[src/design/crtc_pkg.sv]
// Package for the character run classifier: class and kind codes, the result
// word layout, the fixed word list and the class and match functions.
// No dependencies.
package crtc_pkg;

  // Words kept for matching in the fixed word list (longest word).
  localparam int WORD_MAX     = 8;
  localparam int WORD_COUNT   = 33;
  localparam int MATCH_CHARS_DEF = 8;
  localparam int RUN_LEN_W    = 16;

  // Result queue depth and its level width.
  localparam int RES_DEPTH    = 4;
  localparam int RES_PTR_W    = $clog2(RES_DEPTH);
  localparam int RES_LEVEL_W  = $clog2(RES_DEPTH + 1);

  typedef enum logic [2:0] {
    CLS_SPACE   = 3'd0,
    CLS_TAB     = 3'd1,
    CLS_OPER    = 3'd2,
    CLS_PUNCT   = 3'd3,
    CLS_LETTER  = 3'd4,
    CLS_DIGIT   = 3'd5,
    CLS_CONTROL = 3'd6
  } class_t;

  typedef enum logic [1:0] {
    KIND_KEYWORD = 2'd0,
    KIND_TYPE    = 2'd1,
    KIND_OPER    = 2'd2,
    KIND_GENERIC = 2'd3
  } kind_t;

  // One result word as it waits in the queue.
  typedef struct packed {
    class_t                 char_class;
    kind_t                  group_kind;
    logic [RUN_LEN_W-1:0]   run_length;
    logic                   ends_line;
    logic                   last;
  } result_t;

  // Queue status seen by the run logic.
  typedef struct packed {
    logic [RES_LEVEL_W-1:0] level;
    logic                   room2;
  } fifo_status_t;

  // Word text is right-aligned: the last character sits in bits [7:0].
  typedef struct packed {
    logic [8*WORD_MAX-1:0] text;
    logic [3:0]            len;
    kind_t                 kind;
  } word_t;

  localparam word_t WORDS [WORD_COUNT] = '{
    '{"if",       4'd2, KIND_KEYWORD}, '{"else",     4'd4, KIND_KEYWORD},
    '{"for",      4'd3, KIND_KEYWORD}, '{"while",    4'd5, KIND_KEYWORD},
    '{"return",   4'd6, KIND_KEYWORD}, '{"switch",   4'd6, KIND_KEYWORD},
    '{"case",     4'd4, KIND_KEYWORD}, '{"break",    4'd5, KIND_KEYWORD},
    '{"continue", 4'd8, KIND_KEYWORD},
    '{"int",      4'd3, KIND_TYPE},    '{"float",    4'd5, KIND_TYPE},
    '{"double",   4'd6, KIND_TYPE},    '{"char",     4'd4, KIND_TYPE},
    '{"void",     4'd4, KIND_TYPE},    '{"bool",     4'd4, KIND_TYPE},
    '{"unsigned", 4'd8, KIND_TYPE},    '{"long",     4'd4, KIND_TYPE},
    '{"short",    4'd5, KIND_TYPE},
    '{"+",  4'd1, KIND_OPER}, '{"-",  4'd1, KIND_OPER}, '{"*",  4'd1, KIND_OPER},
    '{"/",  4'd1, KIND_OPER}, '{"%",  4'd1, KIND_OPER}, '{"=",  4'd1, KIND_OPER},
    '{"==", 4'd2, KIND_OPER}, '{"!=", 4'd2, KIND_OPER}, '{"<",  4'd1, KIND_OPER},
    '{">",  4'd1, KIND_OPER}, '{"<=", 4'd2, KIND_OPER}, '{">=", 4'd2, KIND_OPER},
    '{"&&", 4'd2, KIND_OPER}, '{"||", 4'd2, KIND_OPER}, '{"!",  4'd1, KIND_OPER}
  };

  // Character class of one byte.
  function automatic class_t classify(input logic [7:0] c);
    class_t cls;
    if (c == 8'd32) begin
      cls = CLS_SPACE;
    end else if (c == 8'd9) begin
      cls = CLS_TAB;
    end else if (c inside {"+", "-", "*", "/", "%", "&", "|", "^", "=", "<", ">", "!"}) begin
      cls = CLS_OPER;
    end else if (c inside {[8'd33:8'd47], [8'd58:8'd64], [8'd91:8'd96], [8'd123:8'd126]}) begin
      cls = CLS_PUNCT;
    end else if (c inside {["A":"Z"], ["a":"z"]}) begin
      cls = CLS_LETTER;
    end else if (c inside {["0":"9"]}) begin
      cls = CLS_DIGIT;
    end else begin
      cls = CLS_CONTROL;
    end
    return cls;
  endfunction

  // Kind of a run given its first characters (index 0 first) and its length.
  // A word matches only when the lengths agree, so only written characters count.
  function automatic kind_t match_kind(input logic [WORD_MAX-1:0][7:0] chars,
                                       input logic [RUN_LEN_W-1:0]   count);
    kind_t k;
    logic  hit;
    int    pos;
    k = KIND_GENERIC;
    for (int w = 0; w < WORD_COUNT; w++) begin
      hit = (count == RUN_LEN_W'(WORDS[w].len));
      for (int i = 0; i < WORD_MAX; i++) begin
        if (i < int'(WORDS[w].len)) begin
          pos = int'(WORDS[w].len) - 1 - i;
          if (chars[i] != WORDS[w].text[pos*8 +: 8]) begin
            hit = 1'b0;
          end
        end
      end
      if (hit && k == KIND_GENERIC) begin
        k = WORDS[w].kind;
      end
    end
    return k;
  endfunction

endpackage

[src/design/crtc_char_if.sv]
// Character channel: one text byte and its end-of-line flag per word.
// Depends on nothing.
interface crtc_char_if;
  logic       valid;
  logic       ready;
  logic [7:0] ch;
  logic       line_end;

  modport source (output valid, output ch, output line_end, input ready);
  modport sink   (input valid, input ch, input line_end, output ready);
endinterface

[src/design/crtc_group_if.sv]
// Group channel: one closed run (class, kind, length, flags) per word.
// Depends on nothing.
interface crtc_group_if;
  logic        valid;
  logic        ready;
  logic [2:0]  char_class;
  logic [1:0]  group_kind;
  logic [15:0] run_length;
  logic        ends_line;
  logic        last;

  modport source (output valid, output char_class, output group_kind,
                  output run_length, output ends_line, output last, input ready);
  modport sink   (input valid, input char_class, input group_kind,
                  input run_length, input ends_line, input last, output ready);
endinterface

[src/design/char_run_token_classifier.sv]
// Top level of the character run classifier: run state, word matching and
// the result queue. Depends on crtc_pkg, crtc_char_if, crtc_group_if and
// crtc_result_fifo.
//
//   channel  | dir | word contents
//   ---------+-----+---------------------------------------------------
//   chars    | in  | ch (8), line_end (1)
//   groups   | out | char_class (3), group_kind (2), run_length (16),
//            |     | ends_line (1), last (1)
//
// At most one byte is taken per cycle, while chars.ready is high; its results
// enter the result queue at the next edge and wait behind any queued words.
// A byte can cause up to two words; chars.ready is high while the four-word
// result queue holds two words or fewer, so bytes go in one per cycle while the
// output drains one word per cycle and the bytes average one word or less.
// A stalled output fills the queue and holds chars.ready low until it drains.
// rst (synchronous) closes any open run and empties the queue.
module char_run_token_classifier #(
  parameter int MATCH_CHARS = crtc_pkg::MATCH_CHARS_DEF
) (
  input  logic       clk,
  input  logic       rst,
  crtc_char_if.sink  chars,
  crtc_group_if.source groups
);
  import crtc_pkg::*;

  localparam int CIDX_W = $clog2(MATCH_CHARS);

  // Open run state.
  logic [7:0]           run_chars [MATCH_CHARS];
  logic [RUN_LEN_W-1:0] run_count;
  class_t               run_class;
  logic                 run_active;

  logic                 accept;
  class_t               cls;
  logic                 close_old;
  logic                 start_new;
  logic [RUN_LEN_W-1:0] base_count;
  logic [RUN_LEN_W-1:0] count_next;
  logic                 char_wr;
  logic [7:0]           chars_next [MATCH_CHARS];
  logic [WORD_MAX-1:0][7:0] old_word;
  logic [WORD_MAX-1:0][7:0] new_word;
  kind_t                old_kind;
  kind_t                new_kind;
  result_t              res_old;
  result_t              res_new;
  result_t              push0;
  logic [1:0]           push_count;
  result_t              head;
  logic                 head_valid;
  fifo_status_t         status;

  assign accept = chars.valid && chars.ready;
  assign chars.ready = status.room2;

  // Class of the byte and whether it closes the open run.
  always_comb begin
    cls        = classify(chars.ch);
    close_old  = run_active && (cls != run_class);
    start_new  = !run_active || close_old;
    base_count = start_new ? '0 : run_count;
    count_next = (base_count == '1) ? base_count : base_count + RUN_LEN_W'(1);
    char_wr    = (base_count < RUN_LEN_W'(MATCH_CHARS));
  end

  // Stored characters with this byte written in.
  always_comb begin
    for (int i = 0; i < MATCH_CHARS; i++) begin
      chars_next[i] = (char_wr && base_count[CIDX_W-1:0] == CIDX_W'(i)) ? chars.ch
                                                                        : run_chars[i];
    end
    for (int i = 0; i < WORD_MAX; i++) begin
      old_word[i] = run_chars[i];
      new_word[i] = chars_next[i];
    end
  end

  // Word matching for the closed run and for the run ending this line.
  always_comb begin
    old_kind = (run_count > RUN_LEN_W'(MATCH_CHARS)) ? KIND_GENERIC
                                                     : match_kind(old_word, run_count);
    new_kind = (count_next > RUN_LEN_W'(MATCH_CHARS)) ? KIND_GENERIC
                                                      : match_kind(new_word, count_next);
  end

  // Result words and how many of them this byte pushes.
  always_comb begin
    res_old.char_class = run_class;
    res_old.group_kind = old_kind;
    res_old.run_length = run_count;
    res_old.ends_line  = 1'b0;
    res_old.last       = !chars.line_end;
    res_new.char_class = cls;
    res_new.group_kind = new_kind;
    res_new.run_length = count_next;
    res_new.ends_line  = 1'b1;
    res_new.last       = 1'b1;
    push0      = close_old ? res_old : res_new;
    push_count = accept ? (2'(close_old) + 2'(chars.line_end)) : 2'd0;
  end

  // Run control state.
  always_ff @(posedge clk) begin
    if (rst) begin
      run_active <= 1'b0;
      run_count  <= '0;
      run_class  <= CLS_SPACE;
    end else if (accept) begin
      if (chars.line_end) begin
        run_active <= 1'b0;
        run_count  <= '0;
        run_class  <= CLS_SPACE;
      end else begin
        run_active <= 1'b1;
        run_count  <= count_next;
        run_class  <= cls;
      end
    end
  end

  // First characters of the open run.
  always_ff @(posedge clk) begin
    if (accept) begin
      for (int i = 0; i < MATCH_CHARS; i++) begin
        run_chars[i] <= chars_next[i];
      end
    end
  end

  crtc_result_fifo u_fifo (
    .clk        (clk),
    .rst        (rst),
    .push_count (push_count),
    .push0      (push0),
    .push1      (res_new),
    .pop        (groups.ready),
    .head       (head),
    .head_valid (head_valid),
    .status     (status)
  );

  // Output word from the queue head.
  assign groups.valid      = head_valid;
  assign groups.char_class = head.char_class;
  assign groups.group_kind = head.group_kind;
  assign groups.run_length = head.run_length;
  assign groups.ends_line  = head.ends_line;
  assign groups.last       = head.last;

`ifndef SYNTHESIS
  // A byte is taken only when the queue can hold both of its possible words.
  a_room: assert property (@(posedge clk) disable iff (rst)
    accept |-> status.level <= RES_LEVEL_W'(RES_DEPTH - 2))
    else $error("byte accepted without room for two results");

  // A line end always closes the run.
  a_line_close: assert property (@(posedge clk) disable iff (rst)
    (accept && chars.line_end) |=> !run_active)
    else $error("run still open after line end");

  // An open run always holds at least one character.
  a_run_count: assert property (@(posedge clk) disable iff (rst)
    run_active |-> run_count != '0)
    else $error("open run with zero length");
`endif

endmodule

[src/design/crtc_result_fifo.sv]
// Small result queue that takes zero, one or two words per cycle and gives one
// per cycle while pop is high and it is not empty. Depends on crtc_pkg.
module crtc_result_fifo (
  input  logic                    clk,
  input  logic                    rst,
  input  logic [1:0]              push_count,
  input  crtc_pkg::result_t       push0,
  input  crtc_pkg::result_t       push1,
  input  logic                    pop,
  output crtc_pkg::result_t       head,
  output logic                    head_valid,
  output crtc_pkg::fifo_status_t  status
);
  import crtc_pkg::*;

  result_t                entries [RES_DEPTH];
  logic [RES_PTR_W-1:0]   wr_ptr;
  logic [RES_PTR_W-1:0]   rd_ptr;
  logic [RES_LEVEL_W-1:0] level;
  logic [RES_LEVEL_W-1:0] level_next;
  logic                   do_pop;

  assign head_valid   = (level != '0);
  assign head         = entries[rd_ptr];
  assign do_pop       = pop && head_valid;
  assign status.level = level;
  assign status.room2 = (level <= RES_LEVEL_W'(RES_DEPTH - 2));

  // Level follows pushes and pops in the same cycle.
  always_comb begin
    level_next = level + RES_LEVEL_W'(push_count) - RES_LEVEL_W'(do_pop);
  end

  // Pointers and level.
  always_ff @(posedge clk) begin
    if (rst) begin
      wr_ptr <= '0;
      rd_ptr <= '0;
      level  <= '0;
    end else begin
      wr_ptr <= wr_ptr + RES_PTR_W'(push_count);
      rd_ptr <= rd_ptr + RES_PTR_W'(do_pop);
      level  <= level_next;
    end
  end

  // Entry storage; the second word lands one place after the first.
  always_ff @(posedge clk) begin
    if (push_count != 2'd0) begin
      entries[wr_ptr] <= push0;
    end
    if (push_count == 2'd2) begin
      entries[wr_ptr + RES_PTR_W'(1)] <= push1;
    end
  end

endmodule
[src/flat_wrapper.sv]
// flat-port wrapper written by rule: the top's interface ports become plain ports
module char_run_token_classifier_flat import crtc_pkg::*;
#(
  parameter int MATCH_CHARS = crtc_pkg::MATCH_CHARS_DEF
)
  (clk, rst, chars_valid, chars_ch, chars_line_end, chars_ready, groups_valid, groups_char_class, groups_group_kind, groups_run_length, groups_ends_line, groups_last, groups_ready);
  crtc_char_if chars_i ();
  crtc_group_if groups_i ();
  input  logic clk;
  input  logic rst;
  input wire logic [$bits(chars_i.valid)-1:0] chars_valid;
  input wire logic [$bits(chars_i.ch)-1:0] chars_ch;
  input wire logic [$bits(chars_i.line_end)-1:0] chars_line_end;
  output wire logic [$bits(chars_i.ready)-1:0] chars_ready;
  output wire logic [$bits(groups_i.valid)-1:0] groups_valid;
  output wire logic [$bits(groups_i.char_class)-1:0] groups_char_class;
  output wire logic [$bits(groups_i.group_kind)-1:0] groups_group_kind;
  output wire logic [$bits(groups_i.run_length)-1:0] groups_run_length;
  output wire logic [$bits(groups_i.ends_line)-1:0] groups_ends_line;
  output wire logic [$bits(groups_i.last)-1:0] groups_last;
  input wire logic [$bits(groups_i.ready)-1:0] groups_ready;
  assign chars_i.valid = chars_valid;
  assign chars_i.ch = chars_ch;
  assign chars_i.line_end = chars_line_end;
  assign chars_ready = chars_i.ready;
  assign groups_valid = groups_i.valid;
  assign groups_char_class = groups_i.char_class;
  assign groups_group_kind = groups_i.group_kind;
  assign groups_run_length = groups_i.run_length;
  assign groups_ends_line = groups_i.ends_line;
  assign groups_last = groups_i.last;
  assign groups_i.ready = groups_ready;
  char_run_token_classifier #(.MATCH_CHARS(MATCH_CHARS)) u_core (.clk(clk), .rst(rst), .chars(chars_i), .groups(groups_i));
endmodule
[config.mk]
export PLATFORM = sky130hd
export DESIGN_NAME = char_run_token_classifier_flat
export DESIGN_NICKNAME = d
export VERILOG_FILES = /design/src/design/crtc_pkg.sv /design/src/design/crtc_char_if.sv /design/src/design/crtc_group_if.sv /design/src/design/char_run_token_classifier.sv /design/src/design/crtc_result_fifo.sv /design/src/flat_wrapper.sv
export SDC_FILE = /design/constraint.sdc
export NUM_CORES = 1
export LEC_CHECK = 0
export ABC_CLOCK_PERIOD_IN_PS = 8000
export BUFFER_PORTS_ARGS = -buffer_cell sky130_fd_sc_hd__buf_2
export CORE_ASPECT_RATIO = 0.75
export CORE_MARGIN = 5
export CORE_UTILIZATION = 35
export CTS_CLUSTER_SIZE = 40
export DETAILED_ROUTE_END_ITERATION = 12
export PLACE_DENSITY_LB_ADDON = 0.15
export SYNTH_ARGS = -nofsm -noshare
export SYNTH_HDL_FRONTEND = slang
export SYNTH_SLANG_ARGS = --single-unit
[constraint.sdc]
create_clock -name clk -period 8 [get_ports clk]
set_clock_uncertainty 0.1 [all_clocks]
set_input_delay 1.6 -clock clk [delete_from_list [all_inputs] [get_ports clk]]
set_output_delay 1.6 -clock clk [all_outputs]
set_load 0.1 [all_outputs]
Word-level counts from Yosys, hierarchy flattened
Memory sizes are Yosys's and may differ from the RTL's. A register that Yosys moved wholly into a read port is not among the register bits.
Cells that the tools add are included.
{"block": "op_classes", "n_eq_ne": 240, "muxes": 308, "addsub": 7, "reduce_logical": 91, "order_cmp": 18}
{"operator": "!= test 8 x 7 -> 1 bit, second input constant", "count": 114}
{"operator": "2-to-1 mux 1 bit", "count": 219}
{"operator": "!= test 8 x 6 -> 1 bit, second input constant", "count": 24}
{"operator": "2-to-1 mux 2 bit", "count": 71}
{"operator": "== test 2 bit, second input constant", "count": 65}
{"operator": "== test 16 x 3 -> 1 bit, second input constant", "count": 6}
{"operator": "== test 8 x 6 -> 1 bit, second input constant", "count": 11}
{"operator": "logical AND 1 bit", "count": 82}
{"operator": "== test 16 x 2 -> 1 bit, second input constant", "count": 4}
{"operator": "2-to-1 mux 8 bit", "count": 8}
{"operator": "2-to-1 mux 16 bit", "count": 3}
{"operator": "less-or-equal comparator 8 x 7 -> 1 bit, second input constant", "count": 5}
{"operator": "== test 16 x 1 -> 1 bit, second input constant", "count": 2}
{"operator": "== test 16 x 4 -> 1 bit, second input constant", "count": 2}
{"operator": "greater-or-equal comparator 8 x 7 -> 1 bit, second input constant", "count": 4}
{"operator": "greater-than comparator 16 x 4 -> 1 bit, second input constant", "count": 2}
{"operator": "greater-or-equal comparator 8 x 6 -> 1 bit, second input constant", "count": 3}
{"operator": "2-to-1 mux 23 bit", "count": 1}
{"operator": "2-to-1 mux 3 bit", "count": 6}
{"operator": "adder 16 x 1 -> 16 bit, second input constant", "count": 1}
{"operator": "== test 16 bit, second input constant", "count": 1}
{"operator": "== test 8 x 7 -> 1 bit, second input constant", "count": 2}
{"operator": "less-or-equal comparator 8 x 6 -> 1 bit, second input constant", "count": 2}
{"operator": "< comparator 16 x 4 -> 1 bit, second input constant", "count": 1}
{"operator": "other kinds (19)", "count": 25}
{"block": "word_totals", "memories": 2, "input_bits": 13, "ramBits": 156, "regBits": 27}
{"name": "u_core.u_fifo.entries", "depth": 4, "word_bits": 23, "read_ports": 1, "rd_ports_with_merged_regs": 1, "wr": 2, "line": "crtc_result_fifo.sv:16", "source": "result_t entries [RES_DEPTH];"}
{"name": "u_core.run_chars", "depth": 8, "word_bits": 8, "read_ports": 8, "rd_ports_with_merged_regs": 0, "wr": 8, "line": "char_run_token_classifier.sv:31", "source": "logic [7:0] run_chars [MATCH_CHARS];"}

Depth between registers and ports, before layout
{"block": "logic_depth", "depth_word": 117, "mapped_depth": 27, "mapped_depth_nobuf": 23}

Modules after synthesis
Synthesis repeated with hierarchy kept, for this count alone.
{"block": "unflattened", "hier_cells": 1232, "hier_area_um2": 13086.3}
{"module": "char_run_token_classifier", "area_per_inst_um2": 8003.9, "seq_area_each_um2": 2322.2, "instances": 1, "cells_each": 963}
{"module": "crtc_result_fifo", "area_per_inst_um2": 5082.4, "seq_area_each_um2": 2902.8, "instances": 1, "cells_each": 269}

Worst setup path after synthesis
OpenSTA, ideal clock, no wires.
{"block": "synth_timing", "path_type": "in2reg", "start": "in chars_ch[4]", "end": "mem u_core.u_fifo.entries[2][18] in the netlist's numbering (data pin)", "arrival_time_ns": 7.007, "setup_time_ns": 0.269, "path_buffers": 3, "required_time_ns": 7.631, "setup_slack_ns": 0.623, "cell_stages": 26, "cell_sequence": "buf_6 > or4_4 > or3_1 > a21o_1 > and4_4 > a2111oi_2 > and3_1 > buf_4 > buf_2 > nand2_1 > inv_1 > ha_1 > nand3_1 > or2_2 > nor2_1 > nand3_1 > a2111o_1 > nor4_1 > nor2_1 > a2111oi_2 > nand4b_1 > nor3_1 > a311oi_2 > nand4_2 > nand2b_4 > o221ai_2"}
{"item": "start: declaration", "line": "flat_wrapper.sv:12", "source": "input wire logic [$bits(chars_i.ch)-1:0] chars_ch;"}
{"item": "end: declaration", "line": "crtc_result_fifo.sv:16"}

==> metrics.yaml <==
timing:
  setup_slack_ns: 0.2370
  finalHoldViolCount: 0
  min_period_over_period_pct: 97.04
  rsz0062_at_grt: "no"
  relSlewSlack_pct: 20.05
  tightest_slew_ns: 1.183
  drv_slew: 0
  whs_ns: 0.3718
  fmax_mhz: 128.8
  setup_viol: 0
  min_period_ns: 7.763
drt:
  firstDrtPassIters: 6
  postRouteAntennaNets: 0
  wl_per_cell_um: 28.44
  route.vias.total: 11840
  routed_wl_um: 53160
  via_per_inst: 6.334
  drc: 0
  drtIter0Drc: 1696
clocking:
  cts_root_buf: "clkbuf_16"
  clock_path_buffers: 2
  cts_hold_buf: 0
  cts_buffers: 17
  clk_pin_slew_worst_paths_ns: 0.08
  htreeDepth: 4
  cts_sinks: 183
  cts_tree: "built"
  clk_latency_ns: 0.47
logic_synthesis:
  synth_area_mm2: 0.01246
  seq_area_frac_synth_pct: 41.29
  synth_nets: 1419
  yosysWarnings: 0
  yosys.area.top_type: "edfxtp_1"
  ys_seq_elements: 183
  synthCells: 1392
  synthTopCellsByArea: "edfxtp_1 (36%), nand2_1 (5.8%), dfxtp_1 (5.6%)"
  ys.flop_type: "edfxtp_1"
  async_flop_share_pct: 0
  syn_area_per_cell_um2: 8.952
  synth_edf_count: 148
  ys_types: 86
  synth_top_cell_area_share_pct: 35.67
layout:
  drive_above_1_share_pct: 15.31
  multiInputGateArea_mm2: 0.006738
  nFillCells: 3554
  area_growth_pct: 10.31
  seq_area_mm2: 0.005147
  design_area_mm2: 0.01375
  final_common_cell: "nand2_1"
  utilization_pct: 39.37
  layout.nets: 1425
  layout_common_cells: "nand2_1 (194), nor2_1 (152), edfxtp_1 (148)"
grt:
  overflow: 0
  grt_start_max_net_pins: 57
  antenna_found_initial: 1
  grt_pass1_vias: 10840
  grt_pass1_wl_um: 77060
  grtUsageTotal_pct: 26.04
run_status:
  status: "complete, no violations"
floorplanning:
  die_w_um: 227.9
  initial_core_util_pct: 35.69
  die_area_mm2: 0.03951
  pin_count: 38
  fp-row-count: 59
  core_area_mm2: 0.03492
  die_h_um: 173.4
worst_setup_path:
  crit_fanout: 13
  cpLargestDelayFamily: "simple AND/OR/NAND/NOR gates"
  cp.required_ns: 8.10
  critPathMaxStageDelay_ns: 0.52
  crit_arrival_ns: 7.86
  timing.rr.start: "u_core.run_class[0]$_SDFFE_PP0P_"
  crit_slowest_cell: "or4b_1"
  crit_start: "chars_ch[3]"
  crit_type: "in -> reg"
  endpoint_kind: "flop"
  cp-start-kind: "input port"
  crit_buf_inv: 3
placement:
  placed_area_mm2: 0.01316
  dp_slack_ns: -0.2360
  port_buffers: 37
  gp_congestion: 1.046
  hpwl_um: 39810
power_and_ir_drop:
  p_leak_nw: 4.289
  p_total_mw: 3.177
  powerDensity_mw_per_mm2: 231.1
  vdd_ir_drop_max_mv: 0.2726
job:
  cap_viol_max_count: 0
min_path:
  hold_class: "reg -> reg"
  min_from: "u_core.u_fifo.entries[3][1]$_SDFFE_PP1P_"
[layer usage]
layer  routed length [µm]  track usage (%)  vias to the layer above
li1                     -                -                     5202
met1                26230            42.51                     5839
met2                19600            32.43                      727
met3                 6286            8.367                       70
met4                 1047            5.568                        0
met5                    0                0                        -
[timing repair]
item | 4_1_cts | 5_1_grt
setup buffers | 0 | 0
gates resized for setup | 0 | 3
endpoints found under the setup margin | 0 | 8
[cell usage after synthesis, drive strengths merged (13+ instances only)]
cell type	instances
nor2	152
edfxtp	148
o22ai	16
nand2	194
mux2	36
nor4	34
mux2i	25
nand4	28
nor3	45
and3	15
dfxtp	35
clkbuf	78
nor2b	16
inv	31
nand2b	33
a31oi	14
a21oi	70
mux4	23
buf	25
nand3	60
or3	16
a22o	17
ha	13
and2	13
o21ai	91
[through the flow]
stage,setup TNS [ns],std cells
after floorplan,0,1392
after global routing,0,1868
after detailed placement,-1.201,1836
after global placement,-0.1406,1836
final,0,1869
after CTS,0,1868
[tightest hold or removal path: stages, from the launching register on]
cell	delay, ns
dfxtp_1	0.33
nor2_1	0.04
nor2_1	0.07
[worst paths after layout]
kind	slack, ns	endpoint	depth (start not counted)
worst min-delay path	0.37	u_core.u_fifo.entries[3][1]$_SDFFE_PP1P_	2
worst max-delay path	0.24	u_core.u_fifo.entries[2][19]$_DFFE_PP_	25
worst min register to register	0.37	u_core.u_fifo.entries[3][1]$_SDFFE_PP1P_	2
worst max register to register	2.07	u_core.u_fifo.entries[2][19]$_DFFE_PP_	20
[where the power goes]
part	switching (mW)	total (mW)	internal, mW
clock	0.436	0.850	0.414
sequential	0.138	1.28	1.15
combinational	0.798	1.04	0.246
total	1.37	3.18	1.81
[area by class of cell]
| cell class | instances | share of cell area, % |
|---|---|---|
| sequential | 183 | 37.45 |
| timing repair buffer | 90 | 4.333 |
| multi-input combinational | 1073 | 49.02 |
| clock buffer | 18 | 3.122 |
| tap | 457 | 4.160 |
| antenna | 1 | 0.01820 |
| clock inverter | 14 | 1.001 |
| inverter | 33 | 0.9011 |
[sequential cells by signal (all words and copies together), names as in the netlist]
signal,cells
u_core.run_active,1
u_core.u_fifo.rd_ptr,2
u_core.run_class,3
u_core.u_fifo.wr_ptr,2
u_core.u_fifo.level,3
u_core.u_fifo.entries,92
u_core.run_count,16
u_core.run_chars,64
[kinds of logic after synthesis]
| kind of cell | after synthesis | share of synthesized area, % |
|---|---|---|
| flops | 183 | 41.29 |
| xor+xnor | 13 | 0.9138 |
| buf+inv | 136 | 4.790 |
| compound gates | 299 | 15.86 |
| simple gates | 662 | 26.16 |
| fa+ha+maj | 15 | 1.546 |
| mux | 84 | 9.449 |
Note: power is estimated with default switching activity, not from simulation.
